==> src/cvr_pkg.sv <==
// shared constants, register and command codes, and the arctangent table for the vector rotator
package cvr_pkg;

  localparam int CoordBitsDef  = 12;
  localparam int VectorBitsDef = 16;
  localparam int CordicStepsDef = 16;

  localparam int PtrW     = 12;
  localparam int CompW    = 16;
  localparam int SensW    = 20;
  localparam int CfgIdxW  = 2;
  localparam int CfgDataW = 20;

  localparam logic [PtrW-1:0]  CentreReset = 12'd512;
  localparam logic [SensW-1:0] SensReset   = 20'd2097;

  localparam logic [CfgIdxW-1:0] CfgCentre = 2'd0;
  localparam logic [CfgIdxW-1:0] CfgSens   = 2'd1;

  localparam logic CmdMove = 1'b0;
  localparam logic CmdLoad = 1'b1;

  localparam int Guard     = 16;
  localparam int AngW      = 24;
  localparam int GainW     = 31;
  localparam int TwoPiQ    = 6588397;
  localparam int HalfTurnQ = 3294198;
  localparam int QuarterQ  = 1647099;
  localparam logic [GainW-1:0] GainQ30 = 31'd652032874;

  function automatic logic signed [AngW-1:0] atan_entry(input logic [4:0] idx);
    logic signed [AngW-1:0] res;
    case (idx)
      5'd0: res = 24'sd823550;
      5'd1: res = 24'sd486170;
      5'd2: res = 24'sd256879;
      5'd3: res = 24'sd130396;
      5'd4: res = 24'sd65451;
      5'd5: res = 24'sd32757;
      5'd6: res = 24'sd16383;
      default: begin
        if (idx > 5'd20) res = '0;
        else res = 24'sd1 <<< (5'd20 - idx);
      end
    endcase
    return res;
  endfunction

endpackage

==> src/cvr_if.sv <==
// valid/ready channel interfaces for items, results and register writes
interface cvr_in_if;
  logic                                valid;
  logic                                ready;
  logic                                command;
  logic        [cvr_pkg::PtrW-1:0]     pointer_x;
  logic signed [cvr_pkg::CompW-1:0]    load_dir_x;
  logic signed [cvr_pkg::CompW-1:0]    load_dir_y;
  logic signed [cvr_pkg::CompW-1:0]    load_plane_x;
  logic signed [cvr_pkg::CompW-1:0]    load_plane_y;

  modport source (output valid, command, pointer_x, load_dir_x, load_dir_y, load_plane_x,
                  load_plane_y, input ready);
  modport sink   (input valid, command, pointer_x, load_dir_x, load_dir_y, load_plane_x,
                  load_plane_y, output ready);
endinterface

interface cvr_out_if;
  logic                             valid;
  logic                             ready;
  logic signed [cvr_pkg::CompW-1:0] out_dir_x;
  logic signed [cvr_pkg::CompW-1:0] out_dir_y;
  logic signed [cvr_pkg::CompW-1:0] out_plane_x;
  logic signed [cvr_pkg::CompW-1:0] out_plane_y;
  logic                             rotated;

  modport source (output valid, out_dir_x, out_dir_y, out_plane_x, out_plane_y, rotated,
                  input ready);
  modport sink   (input valid, out_dir_x, out_dir_y, out_plane_x, out_plane_y, rotated,
                  output ready);
endinterface

interface cvr_cfg_if;
  logic                            valid;
  logic                            ready;
  logic [cvr_pkg::CfgIdxW-1:0]     index;
  logic [cvr_pkg::CfgDataW-1:0]    data;

  modport source (output valid, index, data, input ready);
  modport sink   (input valid, index, data, output ready);
endinterface

==> src/camera_vector_rotator.sv <==
// camera vector rotator: holds direction and plane vectors, rotates them by pointer moves
//
// Channels: in_i takes one command per transfer (load all four components, or a pointer
// move); out_o returns one result per command with the four components after the command
// and a rotated flag; cfg_i writes centre_position (index 0) and sensitivity (index 1) and
// is always ready.
// Sequence: a load goes straight to the output step; a move passes through S_MUL, S_WRAP,
// S_MOD and S_CHK, and goes to the output step from there if the reduced angle is zero;
// a move that rotates then runs S_GX, S_GY, S_PRE, S_ITER and S_FIN once per vector
// before S_OUT.
// in_i.ready rises with out_o.valid, so a new command is not taken until the last result is offered.
// One shared multiplier forms the angle and the gain products; the angle is reduced
// modulo one turn one shifted compare-subtract per cycle; one shared adder set runs
// CORDIC_STEPS iterations per vector, direction first, then plane.
// in_i.ready is high only while the sequencer is idle, so one item is in flight at a time.
// The result register lets the next item be taken while a result waits; a finished item
// holds in its last step until out_o is free.
// Reset clears all four components to zero and restores the register reset values.
module camera_vector_rotator #(
  parameter int COORD_BITS   = cvr_pkg::CoordBitsDef,
  parameter int VECTOR_BITS  = cvr_pkg::VectorBitsDef,
  parameter int CORDIC_STEPS = cvr_pkg::CordicStepsDef
) (
  input  logic      clk_i,
  input  logic      rst_ni,
  cvr_in_if.sink    in_i,
  cvr_out_if.source out_o,
  cvr_cfg_if.sink   cfg_i
);

  localparam int PosW  = (COORD_BITS < cvr_pkg::PtrW) ? COORD_BITS : cvr_pkg::PtrW;
  localparam int DW    = PosW + 1;
  localparam int AW    = DW + cvr_pkg::SensW;
  localparam int RedK  = AW - 23;
  localparam int VW    = AW + 1;
  localparam int KW    = (RedK > 0) ? $clog2(RedK + 1) : 1;
  localparam int MaW   = (DW > VECTOR_BITS) ? DW : VECTOR_BITS;
  localparam int PW    = MaW + cvr_pkg::GainW + 1;
  localparam int XW    = VECTOR_BITS + cvr_pkg::Guard + 2;
  localparam int IW    = $clog2(CORDIC_STEPS);
  localparam int GShift = 30 - cvr_pkg::Guard;
  localparam int AngW  = cvr_pkg::AngW;

  localparam logic signed [XW-1:0] VecMax = XW'((64'sd1 <<< (VECTOR_BITS - 1)) - 64'sd1);
  localparam logic signed [XW-1:0] VecMin = -VecMax - XW'(1);
  localparam logic signed [XW-1:0] RoundHalf = XW'(64'sd1 <<< (cvr_pkg::Guard - 1));
  localparam logic signed [AngW-1:0] QuarterA = AngW'(cvr_pkg::QuarterQ);
  localparam logic [VW-1:0] TwoPiV = VW'(cvr_pkg::TwoPiQ);

  typedef enum logic [10:0] {
    S_IDLE = 11'b00000000001,
    S_MUL  = 11'b00000000010,
    S_WRAP = 11'b00000000100,
    S_MOD  = 11'b00000001000,
    S_CHK  = 11'b00000010000,
    S_GX   = 11'b00000100000,
    S_GY   = 11'b00001000000,
    S_PRE  = 11'b00010000000,
    S_ITER = 11'b00100000000,
    S_FIN  = 11'b01000000000,
    S_OUT  = 11'b10000000000
  } state_e;

  function automatic logic signed [VECTOR_BITS-1:0] sat_vec(input logic signed [XW-1:0] v);
    logic signed [XW-1:0] r;
    if (v > VecMax) r = VecMax;
    else if (v < VecMin) r = VecMin;
    else r = v;
    return r[VECTOR_BITS-1:0];
  endfunction

  function automatic logic signed [cvr_pkg::CompW-1:0] to_port(
      input logic signed [VECTOR_BITS-1:0] v);
    logic signed [XW-1:0] t;
    t = XW'(v);
    return t[cvr_pkg::CompW-1:0];
  endfunction

  state_e state_q, state_d;

  logic [cvr_pkg::PtrW-1:0]  centre_q;
  logic [cvr_pkg::SensW-1:0] sens_q;

  logic signed [VECTOR_BITS-1:0] dir_x_q, dir_y_q, pl_x_q, pl_y_q;
  logic signed [DW-1:0]   d_q;
  logic signed [AW-1:0]   a_q;
  logic        [VW-1:0]   v_q;
  logic        [KW-1:0]   k_q;
  logic signed [AngW-1:0] w_q;
  logic signed [XW-1:0]   x_q, y_q;
  logic        [IW-1:0]   i_q;
  logic                   vsel_q;
  logic                   rot_q;

  logic                          out_valid_q;
  logic signed [cvr_pkg::CompW-1:0] o_dx_q, o_dy_q, o_px_q, o_py_q;
  logic                          o_rot_q;

  logic in_xfer, out_free;
  logic signed [MaW-1:0] mul_a;
  logic [cvr_pkg::GainW-1:0] mul_b;
  logic signed [PW-1:0] prod;
  logic [VW:0] wrap_sum;
  logic [VW-1:0] mod_sub;
  logic signed [XW-1:0] dx, dy, rx, ry;
  logic signed [AngW-1:0] atan_v;
  logic signed [VECTOR_BITS-1:0] cur_x, cur_y;
  logic [DW-1:0] pos_ext, cen_ext;

  assign in_i.ready  = (state_q == S_IDLE);
  assign cfg_i.ready = 1'b1;
  assign in_xfer     = in_i.valid && in_i.ready;
  assign out_free    = !out_valid_q || out_o.ready;

  assign out_o.valid       = out_valid_q;
  assign out_o.out_dir_x   = o_dx_q;
  assign out_o.out_dir_y   = o_dy_q;
  assign out_o.out_plane_x = o_px_q;
  assign out_o.out_plane_y = o_py_q;
  assign out_o.rotated     = o_rot_q;

  assign pos_ext = DW'(in_i.pointer_x[PosW-1:0]);
  assign cen_ext = DW'(centre_q[PosW-1:0]);

  assign cur_x = vsel_q ? pl_x_q : dir_x_q;
  assign cur_y = vsel_q ? pl_y_q : dir_y_q;

  // shared multiplier: angle product, then gain products
  always_comb begin
    mul_a = MaW'(d_q);
    mul_b = cvr_pkg::GainW'(sens_q);
    if (state_q == S_GX) begin
      mul_a = MaW'(cur_x);
      mul_b = cvr_pkg::GainQ30;
    end else if (state_q == S_GY) begin
      mul_a = MaW'(cur_y);
      mul_b = cvr_pkg::GainQ30;
    end
  end
  assign prod = mul_a * $signed({1'b0, mul_b});

  assign wrap_sum = {{2{a_q[AW-1]}}, a_q} + (VW + 1)'(cvr_pkg::HalfTurnQ)
                  + ((VW + 1)'(cvr_pkg::TwoPiQ) << RedK);
  assign mod_sub  = TwoPiV << k_q;

  assign dx     = y_q >>> i_q;
  assign dy     = x_q >>> i_q;
  assign atan_v = cvr_pkg::atan_entry(5'(i_q));
  assign rx     = (x_q + RoundHalf) >>> cvr_pkg::Guard;
  assign ry     = (y_q + RoundHalf) >>> cvr_pkg::Guard;

  always_comb begin
    state_d = state_q;
    unique case (state_q)
      S_IDLE: begin
        if (in_xfer) state_d = (in_i.command == cvr_pkg::CmdLoad) ? S_OUT : S_MUL;
      end
      S_MUL:  state_d = S_WRAP;
      S_WRAP: state_d = S_MOD;
      S_MOD:  if (k_q == '0) state_d = S_CHK;
      S_CHK:  state_d = (v_q == VW'(cvr_pkg::HalfTurnQ)) ? S_OUT : S_GX;
      S_GX:   state_d = S_GY;
      S_GY:   state_d = S_PRE;
      S_PRE:  state_d = S_ITER;
      S_ITER: if (i_q == IW'(CORDIC_STEPS - 1)) state_d = S_FIN;
      S_FIN:  state_d = vsel_q ? S_OUT : S_GX;
      S_OUT:  if (out_free) state_d = S_IDLE;
      default: state_d = S_IDLE;
    endcase
  end

  always_ff @(posedge clk_i or negedge rst_ni) begin
    if (!rst_ni) begin
      state_q     <= S_IDLE;
      out_valid_q <= 1'b0;
      centre_q    <= cvr_pkg::CentreReset;
      sens_q      <= cvr_pkg::SensReset;
      dir_x_q     <= '0;
      dir_y_q     <= '0;
      pl_x_q      <= '0;
      pl_y_q      <= '0;
    end else begin
      state_q <= state_d;
      if (cfg_i.valid) begin
        unique case (cfg_i.index)
          cvr_pkg::CfgCentre: centre_q <= cfg_i.data[cvr_pkg::PtrW-1:0];
          cvr_pkg::CfgSens:   sens_q   <= cfg_i.data[cvr_pkg::SensW-1:0];
          default: ;
        endcase
      end
      if (in_xfer && in_i.command == cvr_pkg::CmdLoad) begin
        dir_x_q <= sat_vec(XW'(in_i.load_dir_x));
        dir_y_q <= sat_vec(XW'(in_i.load_dir_y));
        pl_x_q  <= sat_vec(XW'(in_i.load_plane_x));
        pl_y_q  <= sat_vec(XW'(in_i.load_plane_y));
      end
      if (state_q == S_FIN) begin
        if (vsel_q) begin
          pl_x_q <= sat_vec(rx);
          pl_y_q <= sat_vec(ry);
        end else begin
          dir_x_q <= sat_vec(rx);
          dir_y_q <= sat_vec(ry);
        end
      end
      if (state_q == S_OUT && out_free) out_valid_q <= 1'b1;
      else if (out_o.ready) out_valid_q <= 1'b0;
    end
  end

  // datapath registers
  always_ff @(posedge clk_i) begin
    if (in_xfer) begin
      d_q    <= $signed(pos_ext - cen_ext);
      rot_q  <= 1'b0;
      vsel_q <= 1'b0;
    end
    unique case (state_q)
      S_MUL:  a_q <= prod[AW-1:0];
      S_WRAP: begin
        v_q <= wrap_sum[VW-1:0];
        k_q <= KW'(RedK);
      end
      S_MOD: begin
        if (v_q >= mod_sub) v_q <= v_q - mod_sub;
        k_q <= k_q - KW'(1);
      end
      S_CHK:  w_q <= $signed(AngW'(v_q) - AngW'(cvr_pkg::HalfTurnQ));
      S_GX:   x_q <= prod[GShift +: XW];
      S_GY:   y_q <= prod[GShift +: XW];
      S_PRE: begin
        i_q <= '0;
        if (w_q > QuarterA) begin
          x_q <= -y_q;
          y_q <= x_q;
          w_q <= w_q - QuarterA;
        end else if (w_q < -QuarterA) begin
          x_q <= y_q;
          y_q <= -x_q;
          w_q <= w_q + QuarterA;
        end
      end
      S_ITER: begin
        i_q <= i_q + IW'(1);
        if (!w_q[AngW-1]) begin
          x_q <= x_q - dx;
          y_q <= y_q + dy;
          w_q <= w_q - atan_v;
        end else begin
          x_q <= x_q + dx;
          y_q <= y_q - dy;
          w_q <= w_q + atan_v;
        end
      end
      S_FIN: begin
        vsel_q <= 1'b1;
        if (vsel_q) rot_q <= 1'b1;
        if (!vsel_q) w_q <= $signed(AngW'(v_q) - AngW'(cvr_pkg::HalfTurnQ));
      end
      default: ;
    endcase
    if (state_q == S_OUT && out_free) begin
      o_dx_q  <= to_port(dir_x_q);
      o_dy_q  <= to_port(dir_y_q);
      o_px_q  <= to_port(pl_x_q);
      o_py_q  <= to_port(pl_y_q);
      o_rot_q <= rot_q;
    end
  end

endmodule

==> src/flat_wrapper.sv <==
// flat-port wrapper written by rule: the top's interface ports become plain ports
module camera_vector_rotator_flat 
#(
  parameter int COORD_BITS   = cvr_pkg::CoordBitsDef,
  parameter int VECTOR_BITS  = cvr_pkg::VectorBitsDef,
  parameter int CORDIC_STEPS = cvr_pkg::CordicStepsDef
)
  (clk_i, rst_ni, in_i_valid, in_i_command, in_i_pointer_x, in_i_load_dir_x, in_i_load_dir_y, in_i_load_plane_x, in_i_load_plane_y, in_i_ready, out_o_valid, out_o_out_dir_x, out_o_out_dir_y, out_o_out_plane_x, out_o_out_plane_y, out_o_rotated, out_o_ready, cfg_i_valid, cfg_i_index, cfg_i_data, cfg_i_ready);
  cvr_in_if in_i_i ();
  cvr_out_if out_o_i ();
  cvr_cfg_if cfg_i_i ();
  input  logic clk_i;
  input  logic rst_ni;
  input wire logic [$bits(in_i_i.valid)-1:0] in_i_valid;
  input wire logic [$bits(in_i_i.command)-1:0] in_i_command;
  input wire logic [$bits(in_i_i.pointer_x)-1:0] in_i_pointer_x;
  input wire logic [$bits(in_i_i.load_dir_x)-1:0] in_i_load_dir_x;
  input wire logic [$bits(in_i_i.load_dir_y)-1:0] in_i_load_dir_y;
  input wire logic [$bits(in_i_i.load_plane_x)-1:0] in_i_load_plane_x;
  input wire logic [$bits(in_i_i.load_plane_y)-1:0] in_i_load_plane_y;
  output wire logic [$bits(in_i_i.ready)-1:0] in_i_ready;
  output wire logic [$bits(out_o_i.valid)-1:0] out_o_valid;
  output wire logic [$bits(out_o_i.out_dir_x)-1:0] out_o_out_dir_x;
  output wire logic [$bits(out_o_i.out_dir_y)-1:0] out_o_out_dir_y;
  output wire logic [$bits(out_o_i.out_plane_x)-1:0] out_o_out_plane_x;
  output wire logic [$bits(out_o_i.out_plane_y)-1:0] out_o_out_plane_y;
  output wire logic [$bits(out_o_i.rotated)-1:0] out_o_rotated;
  input wire logic [$bits(out_o_i.ready)-1:0] out_o_ready;
  input wire logic [$bits(cfg_i_i.valid)-1:0] cfg_i_valid;
  input wire logic [$bits(cfg_i_i.index)-1:0] cfg_i_index;
  input wire logic [$bits(cfg_i_i.data)-1:0] cfg_i_data;
  output wire logic [$bits(cfg_i_i.ready)-1:0] cfg_i_ready;
  assign in_i_i.valid = in_i_valid;
  assign in_i_i.command = in_i_command;
  assign in_i_i.pointer_x = in_i_pointer_x;
  assign in_i_i.load_dir_x = in_i_load_dir_x;
  assign in_i_i.load_dir_y = in_i_load_dir_y;
  assign in_i_i.load_plane_x = in_i_load_plane_x;
  assign in_i_i.load_plane_y = in_i_load_plane_y;
  assign in_i_ready = in_i_i.ready;
  assign out_o_valid = out_o_i.valid;
  assign out_o_out_dir_x = out_o_i.out_dir_x;
  assign out_o_out_dir_y = out_o_i.out_dir_y;
  assign out_o_out_plane_x = out_o_i.out_plane_x;
  assign out_o_out_plane_y = out_o_i.out_plane_y;
  assign out_o_rotated = out_o_i.rotated;
  assign out_o_i.ready = out_o_ready;
  assign cfg_i_i.valid = cfg_i_valid;
  assign cfg_i_i.index = cfg_i_index;
  assign cfg_i_i.data = cfg_i_data;
  assign cfg_i_ready = cfg_i_i.ready;
  camera_vector_rotator #(.COORD_BITS(COORD_BITS), .VECTOR_BITS(VECTOR_BITS), .CORDIC_STEPS(CORDIC_STEPS)) u_core (.clk_i(clk_i), .rst_ni(rst_ni), .in_i(in_i_i), .out_o(out_o_i), .cfg_i(cfg_i_i));
endmodule
==> config.mk <==
export PLATFORM = sky130hd
export DESIGN_NAME = camera_vector_rotator_flat
export DESIGN_NICKNAME = d
export VERILOG_FILES = /design/src/cvr_pkg.sv /design/src/cvr_if.sv /design/src/camera_vector_rotator.sv /design/src/flat_wrapper.sv
export SDC_FILE = /design/constraint.sdc
export NUM_CORES = 2
export LEC_CHECK = 0
export CAP_MARGIN = 0
export CORE_ASPECT_RATIO = 0.7
export CORE_MARGIN = 4
export CORE_UTILIZATION = 35
export DETAILED_ROUTE_END_ITERATION = 16
export DONT_BUFFER_PORTS = 1
export HOLD_SLACK_MARGIN = 0.12
export PLACE_DENSITY_LB_ADDON = 0.25
export SYNTH_ARGS = -nofsm -noshare
export SYNTH_HDL_FRONTEND = slang
export SYNTH_SLANG_ARGS = --single-unit
==> constraint.sdc <==
create_clock -name clk_i -period 19.7 [get_ports clk_i]
set_input_delay 3.94 -clock clk_i [delete_from_list [all_inputs] [get_ports clk_i]]
set_output_delay 3.94 -clock clk_i [all_outputs]
set_load 0.02 [all_outputs]
After elaboration in Yosys (flattened, before gate mapping)
Cells that the tools add are included.
{"block": "op_classes", "addsub": 20, "multipliers": 1, "order_cmp": 16, "eq_ne": 27, "shift": 4, "mux": 62, "reduce_logical": 21}
{"operator": "$mux 16", "count": 28}
{"operator": "$mux 34", "count": 7}
{"operator": "$pmux 34 s3", "count": 2}
{"operator": "$pmux 24 s7", "count": 1}
{"operator": "$pmux 11 s11", "count": 1}
{"operator": "$mux 24", "count": 5}
{"operator": "$sub 34x34->34", "count": 3}
{"operator": "$pmux 24 s4", "count": 1}
{"operator": "$mux 11", "count": 7}
{"operator": "$add 34x17->34 const B", "count": 2}
{"operator": "$add 34x34->34", "count": 2}
{"operator": "$neg 34->34", "count": 2}
{"operator": "$pmux 34 s2", "count": 1}
{"operator": "$sshr 34x4->34", "count": 2}
{"operator": "$gt 16x16->1 const B", "count": 4}
{"operator": "$lt 16x16->1 const B", "count": 4}
{"operator": "$mux 30", "count": 2}
{"operator": "$sub 24x22->24 const B", "count": 2}
{"operator": "$mul 16x31->47", "count": 1}
{"operator": "$gt 18x16->1 const B", "count": 2}
{"operator": "$lt 18x16->1 const B", "count": 2}
{"operator": "$add 33x23->34 const B", "count": 1}
{"operator": "$add 34x33->34 const B", "count": 1}
{"operator": "$eq 34x22->1 const B", "count": 1}
{"operator": "45 further kinds", "count": 67}
{"block": "word_totals", "regBits": 355, "in_bits": 104, "out_inout_bits": 68, "elab_cells": 174}

Longest topological paths before layout
{"block": "logic_depth", "ltp_word": 7, "mapped_depth": 36, "depth_no_buf": 33}

Worst setup path before layout
No wires, ideal clock.
{"block": "synth_path", "kind": "register -> register", "start": "register u_core.vsel_q", "end": "register u_core.x_q[29], data pin", "setup_ns": 0.278, "arrival_ns": 8.240, "slack_ns": 11.181, "path_stages_with_launch": 29, "synth_period_minus_slack_ns": 8.519, "cell_sequence": "dfxtp_1 clkbuf_1 buf_1 buf_1 mux2i_1 nor2_1 a21oi_1 clkbuf_1 nor2_1 fa_1 inv_1 fa_1 fa_1 inv_1 fa_1 fa_1 fa_1 ha_1 a21oi_1 and2_1 a21boi_0 a2111oi_1 a211oi_1 a211oi_1 a221oi_2 o21ai_0 a311oi_1 xor2_1 o221ai_1"}
{"block": "synth_via", "elab_chain_len": 5, "elab_cells_between_ends": 6, "classes_between": "mul: 1; mux: 5"}
{"item": "from (decl)", "line": "camera_vector_rotator.sv:92", "source": "logic vsel_q;"}
{"item": "from (signal assigned)", "line": "camera_vector_rotator.sv:216", "source": "vsel_q <= 1'b0;"}
{"item": "from (signal assigned)", "line": "camera_vector_rotator.sv:256", "source": "vsel_q <= 1'b1;"}
{"item": "$mux 16", "line": "camera_vector_rotator.sv:126", "source": "assign cur_y = vsel_q ? pl_y_q : dir_y_q;"}
{"item": "$mux 16", "line": "camera_vector_rotator.sv:135", "source": "end else if (state_q == S_GY) begin"}
{"item": "$mux 16 *", "line": "camera_vector_rotator.sv:132", "source": "if (state_q == S_GX) begin"}
{"item": "$mul 16x31->47 *", "line": "camera_vector_rotator.sv:140", "source": "assign prod = mul_a * $signed({1'b0, mul_b});"}
{"item": "$pmux 34 s3 *", "line": "camera_vector_rotator.sv:218", "source": "unique case (state_q)"}
{"item": "to (signal assigned)", "line": "camera_vector_rotator.sv:229", "source": "S_GX: x_q <= prod[GShift +: XW];"}
{"item": "to (signal assigned)", "line": "camera_vector_rotator.sv:234", "source": "x_q <= -y_q;"}
{"item": "to (signal assigned)", "line": "camera_vector_rotator.sv:238", "source": "x_q <= y_q;"}
{"item": "to (decl)", "line": "camera_vector_rotator.sv:90", "source": "logic signed [XW-1:0] x_q, y_q;"}
Mark *: on every way between the ends. The rest lies on a longest branch, timed or not.
A chain may end at the register's enable or synchronous reset.

Worst setup path after layout
{"block": "layout_path", "start": "register u_core.state_q[9]", "end": "register u_core.x_q[29], data pin"}
{"block": "layout_via", "elab_chain_len": 5, "elab_cells_between_ends": 10, "classes_between": "mul: 1; eq/ne: 4; mux: 5"}
{"item": "from (decl)", "line": "camera_vector_rotator.sv:79", "source": "state_e state_q, state_d;"}
{"item": "from (signal assigned)", "line": "camera_vector_rotator.sv:183", "source": "state_q <= state_d;"}
{"item": "$eq 11x7->1", "line": "camera_vector_rotator.sv:135"}
{"item": "$mux 16 / $mux 30 (equally long branches)", "line": "camera_vector_rotator.sv:135"}
{"item": "$mux 16 / $mux 30 (equally long branches)", "line": "camera_vector_rotator.sv:132"}
{"item": "$mul 16x31->47", "line": "camera_vector_rotator.sv:140"}
{"item": "$pmux 34 s3 *", "line": "camera_vector_rotator.sv:218"}
Marked as above.

==> impl_metrics.toml <==
[route]
drc = 0
wl_met1_um = 77700
vias_per_cell = 5.71
first_pass_iters = 7
wl_met3_um = 17300
num_vias = 38700
highest-signal-layer = "met5"
drt-initial-drc-count = 4270
wl_per_cell_um = 24.7
drtAntennaViolNets = 0
wl_um = 167000
dr_wl_met2_um = 65300

[critical_path]
cp_common_cell = "fa_1"
cp-end-kind = "register"
path_buf_inv = 3
worstPathRequired_ps = 20050
worstSetupPathType = "register to register"
cp_slowest_stage_delay_ps = 1140
cp_top_family = "compound AO/OA/AOI/OAI gates"
path_max_fanout = 33
arrival_ps = 11630
crit_slowest_cell = "a2111oi_1"
start_kind = "register"

[synth]
ys_types = 99
synth-async-reset-ratio_pct = 30.4
synthTopCellsByCount = "inv_1, nand2_1, nor2_1, fa_1, o21ai_0"
synth_compound_area_share_pct = 15.9
synth_top_area_share_pct = 16.1
synth_top_family_by_area = "adder cells"
ys_ff_latch = 355
yosys.area_share.simple_pct = 15.1
synth_most_common_cell = "inv_1"
synth-adder-area-share_pct = 23.5
synth_xor_area_share_pct = 7.46
seq_area_frac_synth_pct = 22.2
synthTopCellsByArea = "edfxtp_1, fa_1, ha_1"
yosysWarnings = 0
synth_edf_count = 245
muxShareOfSynthArea_pct = 8.77
synth_area_mm2 = 0.0456
yosys.area.top_type = "edfxtp_1"
syn_inst = 5162
synthFlopType = "edfxtp_1"
syn_avg_cell_area_um2 = 8.83

[finish]
fill_cells = 13200
stdcell_area_mm2 = 0.0488
area_delta_synth_final_pct = 7.06
drive_above_1_share_pct = 7.17
fin_cells = 6772
layout.nets = 5764

[timing]
fin_hold_ws_ps = 437
max_freq_ghz = 0.0887
setup_viol = 0
drv_slew = 0
finClkSkew_ps = 43.2
grt_setup_unrepaired = "no"
fin_tns_setup_ps = 0
relSlewSlack_pct = 10.4
worst_pin_slew_ps = 1330
min_period_ps = 11280
post-route-period-util_pct = 57.2
hold_violations = 0

[clock_tree]
root_buffer = "clkbuf_16"
cts_inserted_buffers = 43
clk_pin_slew_ps = 60
worst_skew_pair.late_latency_ps = 650
clockBufferDepth = 3
cts.htree.levels = 2
cts_num_sinks = 355
cts_setup_buffers = 0
cts_tree = "built"
cts_hold_buffers = 0
ctsResizeCount = 0

[floorplan]
ios = 172
start_util_pct = 35.3
fp.dieH_um = 310
die-area_mm2 = 0.136
rows = 110
coreArea_mm2 = 0.129
die_w_um = 439

[global_routing]
antenna_found_initial = 13
first_global_vias = 37600
grt-ovfl-total = 0
track_usage_pct = 24.3
grt_max_degree = 109
grt_pass1_wl_um = 251000

[placement]
port-buffer-count = 0
gp_congestion = 0.961
dp_hpwl_um = 131000
place_area_mm2 = 0.0473
dp_cells = 6693

[status]
outcome = "complete, no violations"

[job]
drv_cap = 0

[hold_path]
hp-class = "register to register"
[state kept, by name, indices dropped and copies added (netlist names), 4 cells and up]
name and flops:
u_core.a_q 33, u_core.centre_q 12, u_core.d_q 13, u_core.dir_x_q 16, u_core.dir_y_q 16, u_core.i_q 4, u_core.k_q 4, u_core.out_o.out_dir_x 16
u_core.out_o.out_dir_y 16, u_core.out_o.out_plane_x 16, u_core.out_o.out_plane_y 16, u_core.pl_x_q 16, u_core.pl_y_q 16, u_core.sens_q 20, u_core.state_q 11, u_core.v_q 34
u_core.w_q 24, u_core.x_q 34, u_core.y_q 34
[routing by layer]
metal / global-route usage (%) / vias up
met5: 0 / -
met4: 8.54 / 6
met3: 6.21 / 231
met2: 33.4 / 1757
met1: 36.6 / 19100
li1: - / 17600
[cells in the final DEF, fill, tap and decap left out, types with 30 or more instances in the layout]
master | synthesis | routed
a31oi_1 | 49 | 48
o21bai_1 | 30 | 30
dfrtp_1 | 102 | 102
inv_1 | 519 | 519
and3_1 | 49 | 49
nor3_1 | 75 | 74
nand3_1 | 56 | 55
o31ai_1 | 34 | 34
a211oi_1 | 35 | 35
nand2b_1 | 49 | 49
nand4_1 | 33 | 33
nor2b_1 | 53 | 52
xor2_1 | 183 | 183
a22oi_1 | 31 | 31
nand2_1 | 518 | 517
mux2i_1 | 156 | 156
xnor2_1 | 205 | 205
a21o_1 | 98 | 98
o221ai_1 | 36 | 36
buf_4 | 7 | 89
edfxtp_1 | 245 | 245
fa_1 | 333 | 333
a21oi_1 | 309 | 301
mux4_2 | 77 | 77
ha_1 | 325 | 325
mux2_2 | 59 | 59
or3_1 | 48 | 48
and2_1 | 32 | 31
nor2_1 | 456 | 455
o21ai_0 | 331 | 329
clkbuf_16 | 0 | 44
[path summary, 6_finish.rpt]
path	from	to	slack, ps	depth (start not counted)
setup / recovery	u_core.state_q[9]	u_core.x_q[29]	8420	28
hold / removal	u_core.rot_q	u_core.out_o.rotated	440	0
setup reg to reg	u_core.state_q[9]	u_core.x_q[29]	8420	28
hold reg to reg	u_core.rot_q	u_core.out_o.rotated	440	0
max in group asynchronous	rst_ni	u_core.sens_q[0]	16450	0
min in group asynchronous	rst_ni	u_core.pl_x_q[10]	2990	0
[through the flow]
step	setup slack (ps)	utilization, %
floorplan	11180	-
global placement	8980	36.7
detailed placement	8780	36.7
CTS	8720	37.8
global route	7780	37.8
finish	8420	37.8
[logic make-up after synthesis]
kind of cell | count (synthesis)
muxes | 295
adders and majority gates | 658
DFF | 355
xor gates and xnor gates | 388
AOI/OAI and AO/OA | 1156
other | 2
and+or+nand+nor | 1489
buffers and inverters | 819
[final cells by class]
type                            count  area, µm²  share of cell area (%)
Antenna cell                        3       7.51                  0.0154
Clock buffer                       50       1150                    2.36
Clock inverter                     26        293                   0.600
Inverter                          523       1960                    4.02
Multi-Input combinational cell   3990      32400                    66.5
Sequential cell                   355      10100                    20.7
Tap cell                         1736       2170                    4.45
Timing Repair Buffer               89        668                    1.37
Power is left out: the tool's default activity adds up to more than one toggle a clock period on the data nets, which glitch-free logic cannot reach.
